## src/sv/poly_voice_allocator_unit_macros.svh

```systemverilog
// ------------------------------------------------------------------------
// poly_voice_allocator_unit assertion macros
// Shared concurrent assertion forms for the voice allocator RTL.
// ------------------------------------------------------------------------
`ifndef POLY_VOICE_ALLOCATOR_UNIT_MACROS_SVH
`define POLY_VOICE_ALLOCATOR_UNIT_MACROS_SVH

// same-cycle implication, held off during reset
`define PVA_ASSERT_HOLDS(label, clk, rst_n, ante, cons, msg) \
    label: assert property (@(posedge clk) disable iff (!rst_n) (ante) |-> (cons)) \
        else $error(msg);

// next-cycle implication, held off during reset
`define PVA_ASSERT_NEXT(label, clk, rst_n, ante, cons, msg) \
    label: assert property (@(posedge clk) disable iff (!rst_n) (ante) |=> (cons)) \
        else $error(msg);

`endif

```

## src/sv/pva_pkg.sv

```systemverilog
// ------------------------------------------------------------------------
// pva_pkg
// Types, codes and sizes shared by the polyphonic voice allocator.
// ------------------------------------------------------------------------
package pva_pkg;

    localparam int MAX_VOICES  = 16;
    localparam int VOICE_W     = $clog2(MAX_VOICES);
    localparam int AGE_BITS    = 16;
    localparam int NOTE_W      = 7;
    localparam int VEL_W       = 7;
    localparam int HELD_W      = NOTE_W + 1;
    localparam int CMD_W       = 2;
    localparam int ACTIVE_W    = 5;
    localparam int QUEUE_DEPTH = 2;

    localparam logic [HELD_W-1:0]   NO_NOTE = HELD_W'(128);
    localparam logic [AGE_BITS-1:0] AGE_MAX = '1;

    localparam logic [CMD_W-1:0] CMD_NOTE   = 2'd0;
    localparam logic [CMD_W-1:0] CMD_FINISH = 2'd1;
    localparam logic [CMD_W-1:0] CMD_TICK   = 2'd2;

    typedef enum logic [2:0] {
        ACT_NONE    = 3'd0,
        ACT_START   = 3'd1,
        ACT_RELEASE = 3'd2,
        ACT_RETRIG  = 3'd3,
        ACT_STEAL   = 3'd4
    } action_t;

    typedef enum logic [1:0] {
        OP_NOTE_ON  = 2'd0,
        OP_NOTE_OFF = 2'd1,
        OP_FINISH   = 2'd2,
        OP_TICK     = 2'd3
    } op_t;

    typedef struct packed {
        logic [CMD_W-1:0]   cmd;
        logic [NOTE_W-1:0]  note;
        logic [VEL_W-1:0]   velocity;
        logic [VOICE_W-1:0] finished_voice;
    } in_item_t;

    typedef struct packed {
        logic [VOICE_W-1:0] voice;
        action_t            action;
        logic [NOTE_W-1:0]  out_note;
        logic [VEL_W-1:0]   out_velocity;
        logic               reset_modulators;
        logic               last;
    } result_t;

    // classified job passed from front to back
    typedef struct packed {
        op_t                op;
        logic [NOTE_W-1:0]  note;
        logic [VEL_W-1:0]   velocity;
        logic [VOICE_W-1:0] voice;
    } job_t;

    typedef struct packed {
        logic not_empty;
        logic full;
    } q_status_t;

endpackage

```

## src/sv/poly_voice_allocator_unit.sv

```systemverilog
// ------------------------------------------------------------------------
// poly_voice_allocator_unit
// Polyphonic voice allocator with oldest-voice stealing.
// ------------------------------------------------------------------------
// A command beat is taken when start is high and busy is low. Finish and
// tick beats are carried out in the back end as they leave the queue. A
// note beat scans the active voices one per cycle after it leaves the
// queue, having passed through the front register and the queue first. A
// note-on ends early at the first matching or idle voice. The back end
// takes no new job from the queue until a note job has given its final
// result. The two-entry queue lets the front keep taking beats while a
// scan runs. Results appear on result for exactly one cycle, marked by
// strobe, and cannot be held off. A note-off gives one result per released
// voice, in voice order and at most one per cycle, with last set on the
// final one, or a single ACT_NONE result with last set when no active
// voice holds the note.
// ------------------------------------------------------------------------
module poly_voice_allocator_unit (
    input  logic                   clk,
    input  logic                   rst_n,
    input  logic                   start,
    input  pva_pkg::in_item_t      item,
    output logic                   busy,
    output pva_pkg::result_t       result,
    output logic                   strobe,
    input  logic                   psel,
    input  logic                   penable,
    input  logic                   pwrite,
    input  logic [2:0]             paddr,
    input  logic [31:0]            pwdata,
    output logic [31:0]            prdata,
    output logic                   pready
);

    localparam int AW = pva_pkg::ACTIVE_W;
    localparam logic [AW-1:0] VOICES_MAX = AW'(pva_pkg::MAX_VOICES);

    logic [AW-1:0]               active_reg, active_next;
    logic [AW-1:0]               vcount;
    logic [pva_pkg::VOICE_W-1:0] last_idx;
    logic                        reg_sel;
    logic                        push;
    logic                        q_pop;
    pva_pkg::job_t               fr_job;
    pva_pkg::job_t               q_job;
    pva_pkg::q_status_t          q_st;

    assign pready  = 1'b1;
    assign reg_sel = (paddr[2] == 1'b0);
    assign prdata  = reg_sel ? {{(32-AW){1'b0}}, active_reg} : '0;

    always_comb
    begin
        active_next = active_reg;
        if (psel && penable && pwrite && reg_sel)
        begin
            active_next = pwdata[AW-1:0];
        end
    end

    always_ff @(posedge clk or negedge rst_n)
    begin
        if (!rst_n)
        begin
            active_reg <= VOICES_MAX;
        end
        else
        begin
            active_reg <= active_next;
        end
    end

    // clamp the register into 1..MAX_VOICES
    always_comb
    begin
        if (active_reg == '0)
        begin
            vcount = AW'(1);
        end
        else if (active_reg > VOICES_MAX)
        begin
            vcount = VOICES_MAX;
        end
        else
        begin
            vcount = active_reg;
        end
    end

    assign last_idx = pva_pkg::VOICE_W'(vcount - 1'b1);

    pva_front u_front (
        .clk   (clk),
        .rst_n (rst_n),
        .start (start),
        .item  (item),
        .busy  (busy),
        .q_st  (q_st),
        .push  (push),
        .job   (fr_job)
    );

    pva_queue u_queue (
        .clk     (clk),
        .rst_n   (rst_n),
        .push    (push),
        .job_in  (fr_job),
        .pop     (q_pop),
        .job_out (q_job),
        .q_st    (q_st)
    );

    pva_back u_back (
        .clk      (clk),
        .rst_n    (rst_n),
        .q_st     (q_st),
        .q_job    (q_job),
        .q_pop    (q_pop),
        .last_idx (last_idx),
        .result   (result),
        .strobe   (strobe)
    );

endmodule

```

## src/sv/pva_front.sv

```systemverilog
// ------------------------------------------------------------------------
// pva_front
// Accepts command beats, classifies them and hands jobs to the queue.
// ------------------------------------------------------------------------
module pva_front (
    input  logic                clk,
    input  logic                rst_n,
    input  logic                start,
    input  pva_pkg::in_item_t   item,
    output logic                busy,
    input  pva_pkg::q_status_t  q_st,
    output logic                push,
    output pva_pkg::job_t       job
);

    logic          fr_valid_reg, fr_valid_next;
    pva_pkg::job_t fr_job_reg, fr_job_next;
    logic          accept;
    logic          keep;
    pva_pkg::op_t  op;

    assign busy   = fr_valid_reg & q_st.full;
    assign push   = fr_valid_reg & ~q_st.full;
    assign job    = fr_job_reg;
    assign accept = start & ~busy;

    always_comb
    begin
        keep = 1'b1;
        op   = pva_pkg::OP_TICK;
        unique case (item.cmd)
            pva_pkg::CMD_NOTE:
            begin
                op = (item.velocity == '0) ? pva_pkg::OP_NOTE_OFF : pva_pkg::OP_NOTE_ON;
            end
            pva_pkg::CMD_FINISH: op = pva_pkg::OP_FINISH;
            pva_pkg::CMD_TICK:   op = pva_pkg::OP_TICK;
            default:             keep = 1'b0;   // unused command, dropped
        endcase
    end

    always_comb
    begin
        fr_valid_next = fr_valid_reg & q_st.full;
        fr_job_next   = fr_job_reg;
        if (accept)
        begin
            fr_valid_next        = keep;
            fr_job_next.op       = op;
            fr_job_next.note     = item.note;
            fr_job_next.velocity = item.velocity;
            fr_job_next.voice    = item.finished_voice;
        end
    end

    always_ff @(posedge clk or negedge rst_n)
    begin
        if (!rst_n)
        begin
            fr_valid_reg <= 1'b0;
        end
        else
        begin
            fr_valid_reg <= fr_valid_next;
        end
    end

    always_ff @(posedge clk)
    begin
        fr_job_reg <= fr_job_next;
    end

endmodule

```

## src/sv/pva_queue.sv

```systemverilog
// ------------------------------------------------------------------------
// pva_queue
// Short job FIFO decoupling the front from the back.
// ------------------------------------------------------------------------
module pva_queue (
    input  logic               clk,
    input  logic               rst_n,
    input  logic               push,
    input  pva_pkg::job_t      job_in,
    input  logic               pop,
    output pva_pkg::job_t      job_out,
    output pva_pkg::q_status_t q_st
);

    localparam int PTR_W = (pva_pkg::QUEUE_DEPTH > 1) ? $clog2(pva_pkg::QUEUE_DEPTH) : 1;
    localparam int CNT_W = $clog2(pva_pkg::QUEUE_DEPTH + 1);
    localparam logic [PTR_W-1:0] PTR_LAST = PTR_W'(pva_pkg::QUEUE_DEPTH - 1);
    localparam logic [CNT_W-1:0] CNT_FULL = CNT_W'(pva_pkg::QUEUE_DEPTH);

    pva_pkg::job_t    entry_reg [pva_pkg::QUEUE_DEPTH];
    logic [PTR_W-1:0] wr_ptr_reg, wr_ptr_next;
    logic [PTR_W-1:0] rd_ptr_reg, rd_ptr_next;
    logic [CNT_W-1:0] count_reg, count_next;
    logic             do_push, do_pop;

    assign q_st.not_empty = (count_reg != '0);
    assign q_st.full      = (count_reg == CNT_FULL);
    assign job_out        = entry_reg[rd_ptr_reg];
    assign do_push        = push & ~q_st.full;
    assign do_pop         = pop & q_st.not_empty;

    always_comb
    begin
        wr_ptr_next = wr_ptr_reg;
        rd_ptr_next = rd_ptr_reg;
        count_next  = count_reg;
        if (do_push)
        begin
            wr_ptr_next = (wr_ptr_reg == PTR_LAST) ? '0 : wr_ptr_reg + 1'b1;
        end
        if (do_pop)
        begin
            rd_ptr_next = (rd_ptr_reg == PTR_LAST) ? '0 : rd_ptr_reg + 1'b1;
        end
        if (do_push && !do_pop)
        begin
            count_next = count_reg + 1'b1;
        end
        else if (do_pop && !do_push)
        begin
            count_next = count_reg - 1'b1;
        end
    end

    always_ff @(posedge clk or negedge rst_n)
    begin
        if (!rst_n)
        begin
            wr_ptr_reg <= '0;
            rd_ptr_reg <= '0;
            count_reg  <= '0;
        end
        else
        begin
            wr_ptr_reg <= wr_ptr_next;
            rd_ptr_reg <= rd_ptr_next;
            count_reg  <= count_next;
        end
    end

    always_ff @(posedge clk)
    begin
        if (do_push)
        begin
            entry_reg[wr_ptr_reg] <= job_in;
        end
    end

endmodule

```

## src/sv/pva_back.sv

```systemverilog
// ------------------------------------------------------------------------
// pva_back
// Voice table and the scanning sequencer that carries out queued jobs.
// ------------------------------------------------------------------------
`include "poly_voice_allocator_unit_macros.svh"

module pva_back (
    input  logic                                clk,
    input  logic                                rst_n,
    input  pva_pkg::q_status_t                  q_st,
    input  pva_pkg::job_t                       q_job,
    output logic                                q_pop,
    input  logic [pva_pkg::VOICE_W-1:0]         last_idx,
    output pva_pkg::result_t                    result,
    output logic                                strobe
);

    localparam int VW = pva_pkg::VOICE_W;
    localparam int NV = pva_pkg::MAX_VOICES;

    typedef enum logic [2:0] {
        ST_IDLE = 3'b001,
        ST_SCAN = 3'b010,
        ST_DONE = 3'b100
    } state_t;

    state_t                          state_reg, state_next;
    pva_pkg::job_t                   job_reg, job_next;
    logic [VW-1:0]                   idx_reg, idx_next;
    logic [VW-1:0]                   oldest_reg, oldest_next;
    logic [pva_pkg::AGE_BITS-1:0]    oldest_age_reg, oldest_age_next;
    logic                            pend_valid_reg, pend_valid_next;
    logic [VW-1:0]                   pend_reg, pend_next;
    logic                            rst_mod_reg, rst_mod_next;
    logic [pva_pkg::HELD_W-1:0]      held_reg [NV];
    logic [pva_pkg::HELD_W-1:0]      held_next [NV];
    logic [NV-1:0]                   sounding_reg, sounding_next;
    logic [pva_pkg::AGE_BITS-1:0]    age_reg [NV];
    logic [pva_pkg::AGE_BITS-1:0]    age_next [NV];
    pva_pkg::result_t                result_reg, result_next;
    logic                            strobe_reg, strobe_next;

    logic [NV-1:0]                   active_mask;
    logic                            playing;
    logic [pva_pkg::HELD_W-1:0]      cur_held;
    logic                            cur_snd;
    logic [pva_pkg::AGE_BITS-1:0]    cur_age;
    logic                            hit;
    logic                            at_end;
    logic                            take_en;
    logic [VW-1:0]                   take_idx;

    assign result = result_reg;
    assign strobe = strobe_reg;

    always_comb
    begin
        for (int i = 0; i < NV; i++)
        begin
            active_mask[i] = (VW'(i) <= last_idx);
        end
    end

    assign playing  = |(sounding_reg & active_mask);
    assign cur_held = held_reg[idx_reg];
    assign cur_snd  = sounding_reg[idx_reg];
    assign cur_age  = age_reg[idx_reg];
    assign hit      = (cur_held == {1'b0, job_reg.note});
    assign at_end   = (idx_reg == last_idx);

    always_comb
    begin
        state_next      = state_reg;
        job_next        = job_reg;
        idx_next        = idx_reg;
        oldest_next     = oldest_reg;
        oldest_age_next = oldest_age_reg;
        pend_valid_next = pend_valid_reg;
        pend_next       = pend_reg;
        rst_mod_next    = rst_mod_reg;
        held_next       = held_reg;
        sounding_next   = sounding_reg;
        age_next        = age_reg;
        result_next     = result_reg;
        strobe_next     = 1'b0;
        q_pop           = 1'b0;
        take_en         = 1'b0;
        take_idx        = idx_reg;

        unique case (state_reg)
            ST_IDLE:
            begin
                if (q_st.not_empty)
                begin
                    q_pop = 1'b1;
                    case (q_job.op)
                        pva_pkg::OP_FINISH:
                        begin
                            if (int'(q_job.voice) < NV)
                            begin
                                held_next[q_job.voice]     = pva_pkg::NO_NOTE;
                                sounding_next[q_job.voice] = 1'b0;
                                age_next[q_job.voice]      = '0;
                            end
                        end
                        pva_pkg::OP_TICK:
                        begin
                            for (int i = 0; i < NV; i++)
                            begin
                                if (sounding_reg[i] && age_reg[i] != pva_pkg::AGE_MAX)
                                begin
                                    age_next[i] = age_reg[i] + 1'b1;
                                end
                            end
                        end
                        default:
                        begin
                            job_next        = q_job;
                            idx_next        = '0;
                            oldest_next     = '0;
                            oldest_age_next = '0;
                            pend_valid_next = 1'b0;
                            rst_mod_next    = ~playing;
                            state_next      = ST_SCAN;
                        end
                    endcase
                end
            end

            ST_SCAN:
            begin
                if (job_reg.op == pva_pkg::OP_NOTE_OFF)
                begin
                    // hold each match back a step so the final one can carry last
                    if (hit)
                    begin
                        if (pend_valid_reg)
                        begin
                            result_next.voice            = pend_reg;
                            result_next.action           = pva_pkg::ACT_RELEASE;
                            result_next.out_note         = job_reg.note;
                            result_next.out_velocity     = '0;
                            result_next.reset_modulators = 1'b0;
                            result_next.last             = 1'b0;
                            strobe_next                  = 1'b1;
                        end
                        pend_next       = idx_reg;
                        pend_valid_next = 1'b1;
                    end
                    if (at_end)
                    begin
                        state_next = ST_DONE;
                    end
                    else
                    begin
                        idx_next = idx_reg + 1'b1;
                    end
                end
                else if (hit || !cur_snd)
                begin
                    take_en                      = 1'b1;
                    take_idx                     = idx_reg;
                    result_next.voice            = idx_reg;
                    result_next.action           = hit ? pva_pkg::ACT_RETRIG
                                                       : pva_pkg::ACT_START;
                    result_next.out_note         = job_reg.note;
                    result_next.out_velocity     = job_reg.velocity;
                    result_next.reset_modulators = rst_mod_reg;
                    result_next.last             = 1'b1;
                    strobe_next                  = 1'b1;
                    state_next                   = ST_IDLE;
                end
                else
                begin
                    if (cur_age > oldest_age_reg)
                    begin
                        oldest_age_next = cur_age;
                        oldest_next     = idx_reg;
                    end
                    if (at_end)
                    begin
                        state_next = ST_DONE;
                    end
                    else
                    begin
                        idx_next = idx_reg + 1'b1;
                    end
                end
            end

            ST_DONE:
            begin
                result_next.out_note = job_reg.note;
                result_next.last     = 1'b1;
                strobe_next          = 1'b1;
                state_next           = ST_IDLE;
                if (job_reg.op == pva_pkg::OP_NOTE_OFF)
                begin
                    result_next.voice            = pend_valid_reg ? pend_reg : '0;
                    result_next.action           = pend_valid_reg ? pva_pkg::ACT_RELEASE
                                                                  : pva_pkg::ACT_NONE;
                    result_next.out_velocity     = '0;
                    result_next.reset_modulators = 1'b0;
                end
                else
                begin
                    take_en                      = 1'b1;
                    take_idx                     = oldest_reg;
                    result_next.voice            = oldest_reg;
                    result_next.action           = pva_pkg::ACT_STEAL;
                    result_next.out_velocity     = job_reg.velocity;
                    result_next.reset_modulators = rst_mod_reg;
                end
            end

            default: state_next = ST_IDLE;
        endcase

        if (take_en)
        begin
            held_next[take_idx]     = {1'b0, job_reg.note};
            sounding_next[take_idx] = 1'b1;
            age_next[take_idx]      = '0;
        end
    end

    always_ff @(posedge clk or negedge rst_n)
    begin
        if (!rst_n)
        begin
            state_reg      <= ST_IDLE;
            pend_valid_reg <= 1'b0;
            sounding_reg   <= '0;
            strobe_reg     <= 1'b0;
            for (int i = 0; i < NV; i++)
            begin
                held_reg[i] <= pva_pkg::NO_NOTE;
                age_reg[i]  <= '0;
            end
        end
        else
        begin
            state_reg      <= state_next;
            pend_valid_reg <= pend_valid_next;
            sounding_reg   <= sounding_next;
            strobe_reg     <= strobe_next;
            held_reg       <= held_next;
            age_reg        <= age_next;
        end
    end

    always_ff @(posedge clk)
    begin
        job_reg        <= job_next;
        idx_reg        <= idx_next;
        oldest_reg     <= oldest_next;
        oldest_age_reg <= oldest_age_next;
        pend_reg       <= pend_next;
        rst_mod_reg    <= rst_mod_next;
        result_reg     <= result_next;
    end

    `PVA_ASSERT_HOLDS(a_scan_in_range, clk, rst_n, state_reg == ST_SCAN, idx_reg <= last_idx, "scan index beyond active voices")
    `PVA_ASSERT_NEXT(a_done_returns, clk, rst_n, state_reg == ST_DONE, state_reg == ST_IDLE && strobe_reg, "done state did not emit and return")
    `PVA_ASSERT_HOLDS(a_none_is_last, clk, rst_n, strobe_reg && result_reg.action == pva_pkg::ACT_NONE, result_reg.last && result_reg.voice == '0, "empty release malformed")
    `PVA_ASSERT_HOLDS(a_taken_voice, clk, rst_n, strobe_reg && result_reg.action != pva_pkg::ACT_RELEASE && result_reg.action != pva_pkg::ACT_NONE, sounding_reg[result_reg.voice] && held_reg[result_reg.voice][pva_pkg::NOTE_W-1:0] == result_reg.out_note, "taken voice not recorded")

endmodule
```

## config.mk

```make
export PLATFORM = sky130hd
export DESIGN_NAME = poly_voice_allocator_unit
export DESIGN_NICKNAME = d
export VERILOG_FILES = /design/src/sv/pva_pkg.sv /design/src/sv/poly_voice_allocator_unit.sv /design/src/sv/pva_front.sv /design/src/sv/pva_queue.sv /design/src/sv/pva_back.sv
export VERILOG_INCLUDE_DIRS = /design/src /design/src/sv
export SDC_FILE = /design/constraint.sdc
export NUM_CORES = 1
export LEC_CHECK = 0
export BUFFER_PORTS_ARGS = -buffer_cell sky130_fd_sc_hd__buf_2
export CORE_MARGIN = 3
export CORE_UTILIZATION = 30
export CTS_CLUSTER_SIZE = 14
export DETAILED_ROUTE_END_ITERATION = 16
export SYNTH_ARGS = -nofsm -noshare
export SYNTH_HDL_FRONTEND = slang
export SYNTH_SLANG_ARGS = --single-unit
```

## constraint.sdc

```tcl
create_clock -name clk -period 6.96 [get_ports clk]
set_input_delay 1.044 -clock clk [delete_from_list [all_inputs] [get_ports clk]]
set_output_delay 1.044 -clock clk [all_outputs]
set_load 0.01 [all_outputs]
```

==> flow_metrics.tcl, run 1 <==
set metrics [dict create \
    cts.path.max_buffers 3 \
    synthArstFlopShare 0.764 \
    use_met3 0.0275 \
    grt_first_pass_wirelength_um 141000 \
    clock_tree_from_tritoncts "done" \
    num_antenna_cells 0 \
    grt.overflow.total 0 \
    largest_reg_flops 256 \
    post_cts_resize_count 0 \
    synth_top_cell_area_share 0.334 \
    tritoncts.num_buffers 66 \
    buffer_ports.inserted 61 \
    clock_tree.root_cell "sky130_fd_sc_hd__clkbuf_16" \
    start_util 0.305 \
    worst_hold_path_type "in2async" \
    clkSlewWorstSetupHoldPaths_ps 60 \
    synthesis.yosys.warnings 0 \
    finalHoldViolations 0 \
    vdd_drop_max_mv 0.265 \
    worstPathArrival_ps 5110 \
    critical_path_peak_fanout 107 \
    number_of_flops_mapped_to_enable_cells_by_yosys 128 \
    fin_util 0.345 \
    clk_latency_ps 620 \
    achievable_frequency_ghz 0.205 \
    slew_worst_pin_ps 1210 \
    hpwlAfterDp_um 62100 \
    drtIter0Drc 2599 \
    timing.rr.start "u_back.idx_reg[0]$_SDFFCE_PN0P_" \
    drt_drc_violations_left 0 \
    kind_of_launch_point_of_the_worst_setup_path "flip-flop" \
    areaGrowthSynthToFinish_pct 12.9 \
    synth_sequential_area_ratio 0.479 \
    globalRoute.busiestLayer "met2" \
    antenna_found_initial 1 \
    cts_post_setup_buffers_inserted 0 \
    final_nets 2964 \
    die_h_um 321 \
    placedCellCount 4074 \
    maxSlewViolCount 0 \
    end_kind "flip-flop" \
    ys_dominant_reg_cell "sky130_fd_sc_hd__dfrtp_1" \
    power.density_cell_area_nw_per_um2 335 \
    syn_area_um2 29800 \
    layout_worst_path_cycle_share 0.701 \
    final_antenna_violating_net_count 0 \
    pin_count 119 \
    grt_max_degree 160 \
    synthCells 2860 \
    grtUsageMet2 0.270 \
    num_vias 23600 \
    fp.dieW_um 321 \
    postCtsHoldBufs 0 \
    yosys.area.top_type "sky130_fd_sc_hd__dfrtp_1" \
    top_count_cell_post_synth "sky130_fd_sc_hd__dfrtp_1" \
    finalWeightedCongestion 0.898 \
    timing.final.ws_setup_ps 2080 \
    gr-usage-all-layers 0.174 \
    first_pass_iters 6 \
    avgRoutedWirePerCell_um 21.7 \
    fin_tns_setup_ps 0 \
    rsz_0062_raised_after_global_routing "false" \
    synth_common_cells "397 x sky130_fd_sc_hd__dfrtp_1, 377 x sky130_fd_sc_hd__nor2_1, 221 x sky130_fd_sc_hd__nand2_1" \
    layout.cells.non_filler 4193 \
    fp-row-count 114 \
    finalWorstPathRequiredPeriod_ps 4880 \
    status "finished, final reports clean" \
    setup_viol_count_final 0 \
    core-area_um2 97600 \
    clock_sinks 543 \
    timing.clock.skew_ps 27.7 \
    power.leakage_nw 13.5 \
    r2r_setup_slack_ps 2080 \
    reg2reg_path_depth 8 \
    vias_cell 5.62 \
    yosysUniqueCellTypes 78 \
    grt_use_met1 0.249 \
    place_worst_setup_slack_ps 2040 \
    max-cap-violations 0 \
    yosys-top-cells-area "sky130_fd_sc_hd__dfrtp_1 33%, sky130_fd_sc_hd__edfxtp_1 13%, sky130_fd_sc_hd__mux4_2 8.5%, sky130_fd_sc_hd__nor2_1 4.8%, sky130_fd_sc_hd__a221o_1 3.3%" \
    syn_area_cell_um2 10.4 \
    drive_gt1_frac 0.142 \
    timing.setup.critical_path_class "reg2reg" \
    required_ps 7190 \
    total_die_area_um2 103000 \
    crit-reg2reg-capture "u_back.result[7]$_DFFE_PP_" \
    slew-limit-headroom 0.185 \
    synth_seq_cells 543 \
    totalWireLength_um 91100 \
    number_of_global_route_vias_before_repair 22500 \
    htree_levels 3 \
]
-- cell usage in the layout, fill, tap and decap left out, drive strengths merged, types with 13 or more instances in the layout --
cell / netlist / final
or3: 17 / 17
nor2b: 21 / 21
and4: 18 / 18
and3: 46 / 46
dfstp: 18 / 18
a22oi: 15 / 15
mux2: 24 / 24
a311oi: 23 / 23
a31oi: 35 / 35
clkinv: 2 / 19
buf: 82 / 109
a21oi: 141 / 141
a21o: 19 / 19
mux2i: 46 / 46
o21ai: 124 / 124
nor4: 13 / 13
nand2: 221 / 221
nand2b: 13 / 13
nor2: 381 / 381
inv: 52 / 55
mux4: 113 / 113
a22o: 19 / 19
a221o: 99 / 99
edfxtp: 128 / 128
dfrtp: 397 / 397
xnor2: 45 / 45
a41oi: 21 / 21
clkbuf: 115 / 90
a211oi: 23 / 23
and2: 62 / 62
xor2: 74 / 74
conb: 2 / 28
nand4: 41 / 41
nand3: 116 / 116
ha: 37 / 37
nor3: 146 / 146
-- cell families (layout without fill, tap and decap cells) --
group / Yosys count / in the layout / synth area share
simple gates: 1123 / 1123 / 0.177
compound gates: 602 / 602 / 0.146
fa+ha+maj: 37 / 37 / 0.0156
flops: 543 / 543 / 0.479
mux: 183 / 183 / 0.110
xor+xnor: 119 / 119 / 0.0350
buf+inv: 251 / 282 / 0.0372
other cells: 2 / 28 / 0.000252
-- layer usage --
metal  part of all wire  vias up
met4              0.031        2
li1                   -    10600
met2               0.45      952
met1               0.45    11800
met3              0.070      173
met5            0.00014        -
-- cell type report --
class                   instances  area, µm²
multi-input cells            2092      14600
inverters                      54        203
repair buffers                109        726
clock buffers                  90       1870
fillers                      9742      63900
well taps                    1276       1600
flip-flops and latches        543      14300
clock inverters                29        395
-- where the power goes --
part,switching [mW],total [mW],leakage (nW),internal [mW]
logic,2.10,3.26,5.54,1.16
registers,0.478,4.37,6.89,3.90
clock network,1.43,3.63,1.12,2.20
-- metrics by stage --
step / power, mW / hold slack, ps / cell area [µm²]
after detailed placement: 7.64 / 435 / 31400
after CTS: 11.3 / 460 / 33600
after global routing: 11.8 / 474 / 33600
final: 11.3 / 423 / 33600
after global placement: 7.60 / 423 / 31400
after floorplan: 6.51 / 421 / 29900
-- worst max path at each step --
stage	endpoint	start	slack, ps	cells past startpoint
2_1_floorplan	u_back.oldest_age_reg[0]$_SDFFCE_PN0P_	u_back.idx_reg[0]$_SDFFCE_PN0P_	1340	15
4_1_cts	u_back.result[7]$_DFFE_PP_	u_back.idx_reg[0]$_SDFFCE_PN0P_	2010	8
3_3_place_gp	u_back.result[4]$_DFFE_PP_	u_back.idx_reg[0]$_SDFFCE_PN0P_	2080	8
3_5_place_dp	u_back.result[4]$_DFFE_PP_	u_back.idx_reg[0]$_SDFFCE_PN0P_	2040	8
6_report	u_back.result[7]$_DFFE_PP_	u_back.idx_reg[0]$_SDFFCE_PN0P_	2080	8
5_1_grt	u_back.result[5]$_DFFE_PP_	u_back.idx_reg[0]$_SDFFCE_PN0P_	1700	8
-- critical path, cell delays in order (launching register included) --
cell and delay, ps:
sky130_fd_sc_hd__edfxtp_1 380, sky130_fd_sc_hd__buf_12 590, sky130_fd_sc_hd__mux4_2 630, sky130_fd_sc_hd__mux4_2 480, sky130_fd_sc_hd__xor2_1 170, sky130_fd_sc_hd__nor3_1 660
sky130_fd_sc_hd__nand2_1 170, sky130_fd_sc_hd__a21oi_1 470, sky130_fd_sc_hd__a211o_1 840
No activity file was read; power rests on OpenSTA's default activity.
==> run 2: changes to the inputs <==
--- a/config.mk
+++ b/config.mk
@@ -6,6 +6,7 @@
 export SDC_FILE = /design/constraint.sdc
 export NUM_CORES = 1
 export LEC_CHECK = 0
+export ABC_AREA = 1
 export BUFFER_PORTS_ARGS = -buffer_cell sky130_fd_sc_hd__buf_2
 export CORE_MARGIN = 3
 export CORE_UTILIZATION = 30
==> constraint.sdc (replaced) <==
create_clock -name clk -period 5 [get_ports clk]
set_input_delay 0.75 -clock clk [delete_from_list [all_inputs] [get_ports clk]]
set_output_delay 0.75 -clock clk [all_outputs]
set_load 0.01 [all_outputs]
==> run 2 against run 1 <==
  * Final area up 34%
  * Sequential cell count unchanged
  * Die area up 37%
  * Power rose by 140%
  * Wire length is 63% higher
  * Utilization fell by 1.1 points
  * Critical path depth up 11
  * Highest routed layer is now met4
  * Register-to-register slack worse by 1300 ps
  * Via count grew 82%
==> flow_metrics.tcl, run 2 <==
set metrics [dict create \
    die_h_um 376 \
    finalWeightedCongestion 0.919 \
    antenna_found_initial 0 \
    clock_sinks 543 \
    synth_top_cell_area_share 0.242 \
    clk_latency_ps 690 \
    gr-usage-all-layers 0.204 \
    totalWireLength_um 148000 \
    pin_count 119 \
    synthArstFlopShare 0.764 \
    vias_cell 5.21 \
    clock_tree.root_cell "sky130_fd_sc_hd__clkbuf_16" \
    hpwlAfterDp_um 97300 \
    regArea_um2 14300 \
    rsz_0062_raised_after_global_routing "false" \
    layout_commonest_cell "sky130_fd_sc_hd__nand2_1" \
    synth_sequential_area_ratio 0.348 \
    total_die_area_um2 141000 \
    number_of_global_route_vias_before_repair 39600 \
    cts_post_setup_buffers_inserted 0 \
    finalWorstPathRequiredPeriod_ps 4200 \
    worstPathArrival_ps 4780 \
    largest_reg_flops 256 \
    num_vias 42800 \
    htree_levels 3 \
    fp-row-count 135 \
    core-area_um2 136000 \
    required_ps 5580 \
    number_of_flops_mapped_to_enable_cells_by_yosys 128 \
    post_cts_resize_count 0 \
    finalHoldViolations 0 \
    kind_of_launch_point_of_the_worst_setup_path "flip-flop" \
    synth_common_cells "1928 x sky130_fd_sc_hd__nand2_1, 797 x sky130_fd_sc_hd__nand3_1, 738 x sky130_fd_sc_hd__inv_1" \
    maxSlewViolCount 0 \
    tritoncts.num_buffers 70 \
    yosys.area.top_type "sky130_fd_sc_hd__dfrtp_1" \
    clkSlewWorstSetupHoldPaths_ps 60 \
    placedCellCount 8087 \
    achievable_frequency_ghz 0.238 \
    grt_max_degree 177 \
    timing.clock.skew_ps 49.5 \
    status "finished, final reports clean" \
    drive_gt1_frac 0.0569 \
    top_count_cell_post_synth "sky130_fd_sc_hd__nand2_1" \
    final_nets 6476 \
    vdd_drop_max_mv 0.397 \
    drt_drc_violations_left 0 \
    timing.critical_path.cells "buf_4 -> inv_4 -> buf_12 -> buf_4 -> nand2_1 -> nand3_1 -> nand3_1 -> nand3_1 -> nand2_1 -> nand2_1 -> nand2_1 -> nand2_1 -> nor2_1 -> nand2_1 -> nand2_1 -> nand2_8 -> buf_12 -> nand3_1 -> nand2_1" \
    end_kind "flip-flop" \
    synthCells 6495 \
    placement.cell_area_um2 42900 \
    total_area_of_multi_input_combinational_cells_um2 22100 \
    timing.setup.critical_path_class "reg2reg" \
    avgRoutedWirePerCell_um 18.0 \
    yosys-top-cells-area "sky130_fd_sc_hd__dfrtp_1 24%, sky130_fd_sc_hd__nand2_1 18%, sky130_fd_sc_hd__nand3_1 9.7%, sky130_fd_sc_hd__edfxtp_1 9.4%, sky130_fd_sc_hd__inv_1 6.8%" \
    final_antenna_violating_net_count 0 \
    areaGrowthSynthToFinish_pct 10.2 \
    yosysUniqueCellTypes 54 \
    power.leakage_nw 21.6 \
    setup_viol_count_final 0 \
    cts.path.max_buffers 3 \
    ys_dominant_reg_cell "sky130_fd_sc_hd__dfrtp_1" \
    drtIter0Drc 4165 \
    critical-path-max-stage-delay_ps 620 \
    syn_area_um2 41000 \
    start_util 0.302 \
    synthesis.yosys.warnings 0 \
    critical_path_peak_fanout 169 \
    first_pass_iters 6 \
    num_antenna_cells 0 \
    reg2reg_path_depth 19 \
    postCtsHoldBufs 0 \
    layout.cells.non_filler 8215 \
    layout_worst_path_cycle_share 0.841 \
    slew-limit-headroom 0.260 \
    power.density_cell_area_nw_per_um2 604 \
    grt.overflow.total 0 \
    max-cap-violations 0 \
    worst_path_max_delay_cell "sky130_fd_sc_hd__buf_12" \
    final_cell_area_um2 45200 \
    worst_hold_path_type "in2async" \
    final_cell_mix "1926 x sky130_fd_sc_hd__nand2_1, 797 x sky130_fd_sc_hd__nand3_1, 737 x sky130_fd_sc_hd__inv_1" \
    fin_tns_setup_ps 0 \
    buffer_ports.inserted 61 \
    filler_cell_count 14800 \
    clock_tree_from_tritoncts "done" \
    synth_seq_cells 543 \
    syn_area_cell_um2 6.31 \
    worst_path_most_repeated_cell "sky130_fd_sc_hd__nand2_1" \
    slew_worst_pin_ps 1110 \
    fp.dieW_um 376 \
    grt_first_pass_wirelength_um 230000 \
]
run 2: cell types whose count changed in the layout (fill, tap and decap cells not counted), moves of 43 or more:
cell | before | now
sky130_fd_sc_hd__a21oi_1 | 138 | 417
sky130_fd_sc_hd__a221o_1 | 99 | 0
sky130_fd_sc_hd__and3_1 | 46 | 1
sky130_fd_sc_hd__inv_1 | 51 | 737
sky130_fd_sc_hd__mux2i_1 | 46 | 3
sky130_fd_sc_hd__mux4_2 | 113 | 0
sky130_fd_sc_hd__nand2_1 | 220 | 1926
sky130_fd_sc_hd__nand3_1 | 116 | 797
sky130_fd_sc_hd__nor2_1 | 373 | 639
sky130_fd_sc_hd__nor3_1 | 146 | 99
sky130_fd_sc_hd__o21ai_0 | 119 | 445
sky130_fd_sc_hd__o21ai_1 | 4 | 62
run 2: worst paths after layout:
check	from	to	slack, ps
max in group asynchronous	rst_n	u_back.held_reg[7]$_DFF_PN1_	3690
min in group clk	item[11]	u_front.job[11]$_DFFE_PP_	240
worst max-delay path	u_back.idx_reg[0]$_SDFFCE_PN0P_	u_back.age_reg[135]$_DFF_PN0_	800
worst max register to register	u_back.idx_reg[0]$_SDFFCE_PN0P_	u_back.age_reg[135]$_DFF_PN0_	800
worst min register to register	u_front.job[11]$_DFFE_PP_	u_queue.entry_reg[0][11]$_DFFE_PP_	440
worst min-delay path	rst_n	u_back.age_reg[75]$_DFF_PN0_	190
run 2: critical path: cells and delay by family (launching register included):
kind / cells / cell delay, ps
DFF: 1 / 450
and+or+nand+nor: 14 / 1640
buffers and inverters: 5 / 1830
run 2: stage by stage:
step | utilization | setup WS (ps) | hold WS (ps) | power [mW]
after detailed placement | 0.316 | 910 | 431 | 21.8
after CTS | 0.333 | 815 | 189 | 27.2
after floorplan | - | 223 | 421 | 17.0
final | 0.333 | 796 | 189 | 27.3
after global routing | 0.333 | 539 | 215 | 29.4
after global placement | 0.316 | 949 | 422 | 21.5
run 2: power breakdown:
group	leakage (nW)	switching, mW	internal (mW)
Sequential	6.52	1.24	6.04
Clock	1.11	2.27	3.00
Combinational	14.0	10.3	4.46
Total	21.6	13.8	13.5
run 2: per-layer routing:
metal  GRT usage  share of wire  vias up  wire, µm
li1            -              -    20700         -
met2       0.325           0.45     1555     66700
met4      0.0825          0.037        0      5550
met3      0.0259          0.069      262     10200
met5           0              0        -         0
met1       0.280           0.44    20300     65700
run 2: layout make-up:
type / instances / share of cell area
Inverter: 774 / 0.0646
Multi-Input combinational cell: 4832 / 0.490
Sequential cell: 543 / 0.315
Timing Repair Buffer: 157 / 0.0290
Clock inverter: 31 / 0.00950
Tap cell: 1781 / 0.0493
Clock buffer: 97 / 0.0419
run 2: kinds of logic after synthesis:
kind of cell | synth area share
buf+inv | 0.116
xor+xnor | 0.0120
other cells | 0.000183
fa+ha+maj | 0.0113
flops | 0.348
simple gates | 0.374
mux | 0.000733
compound gates | 0.139
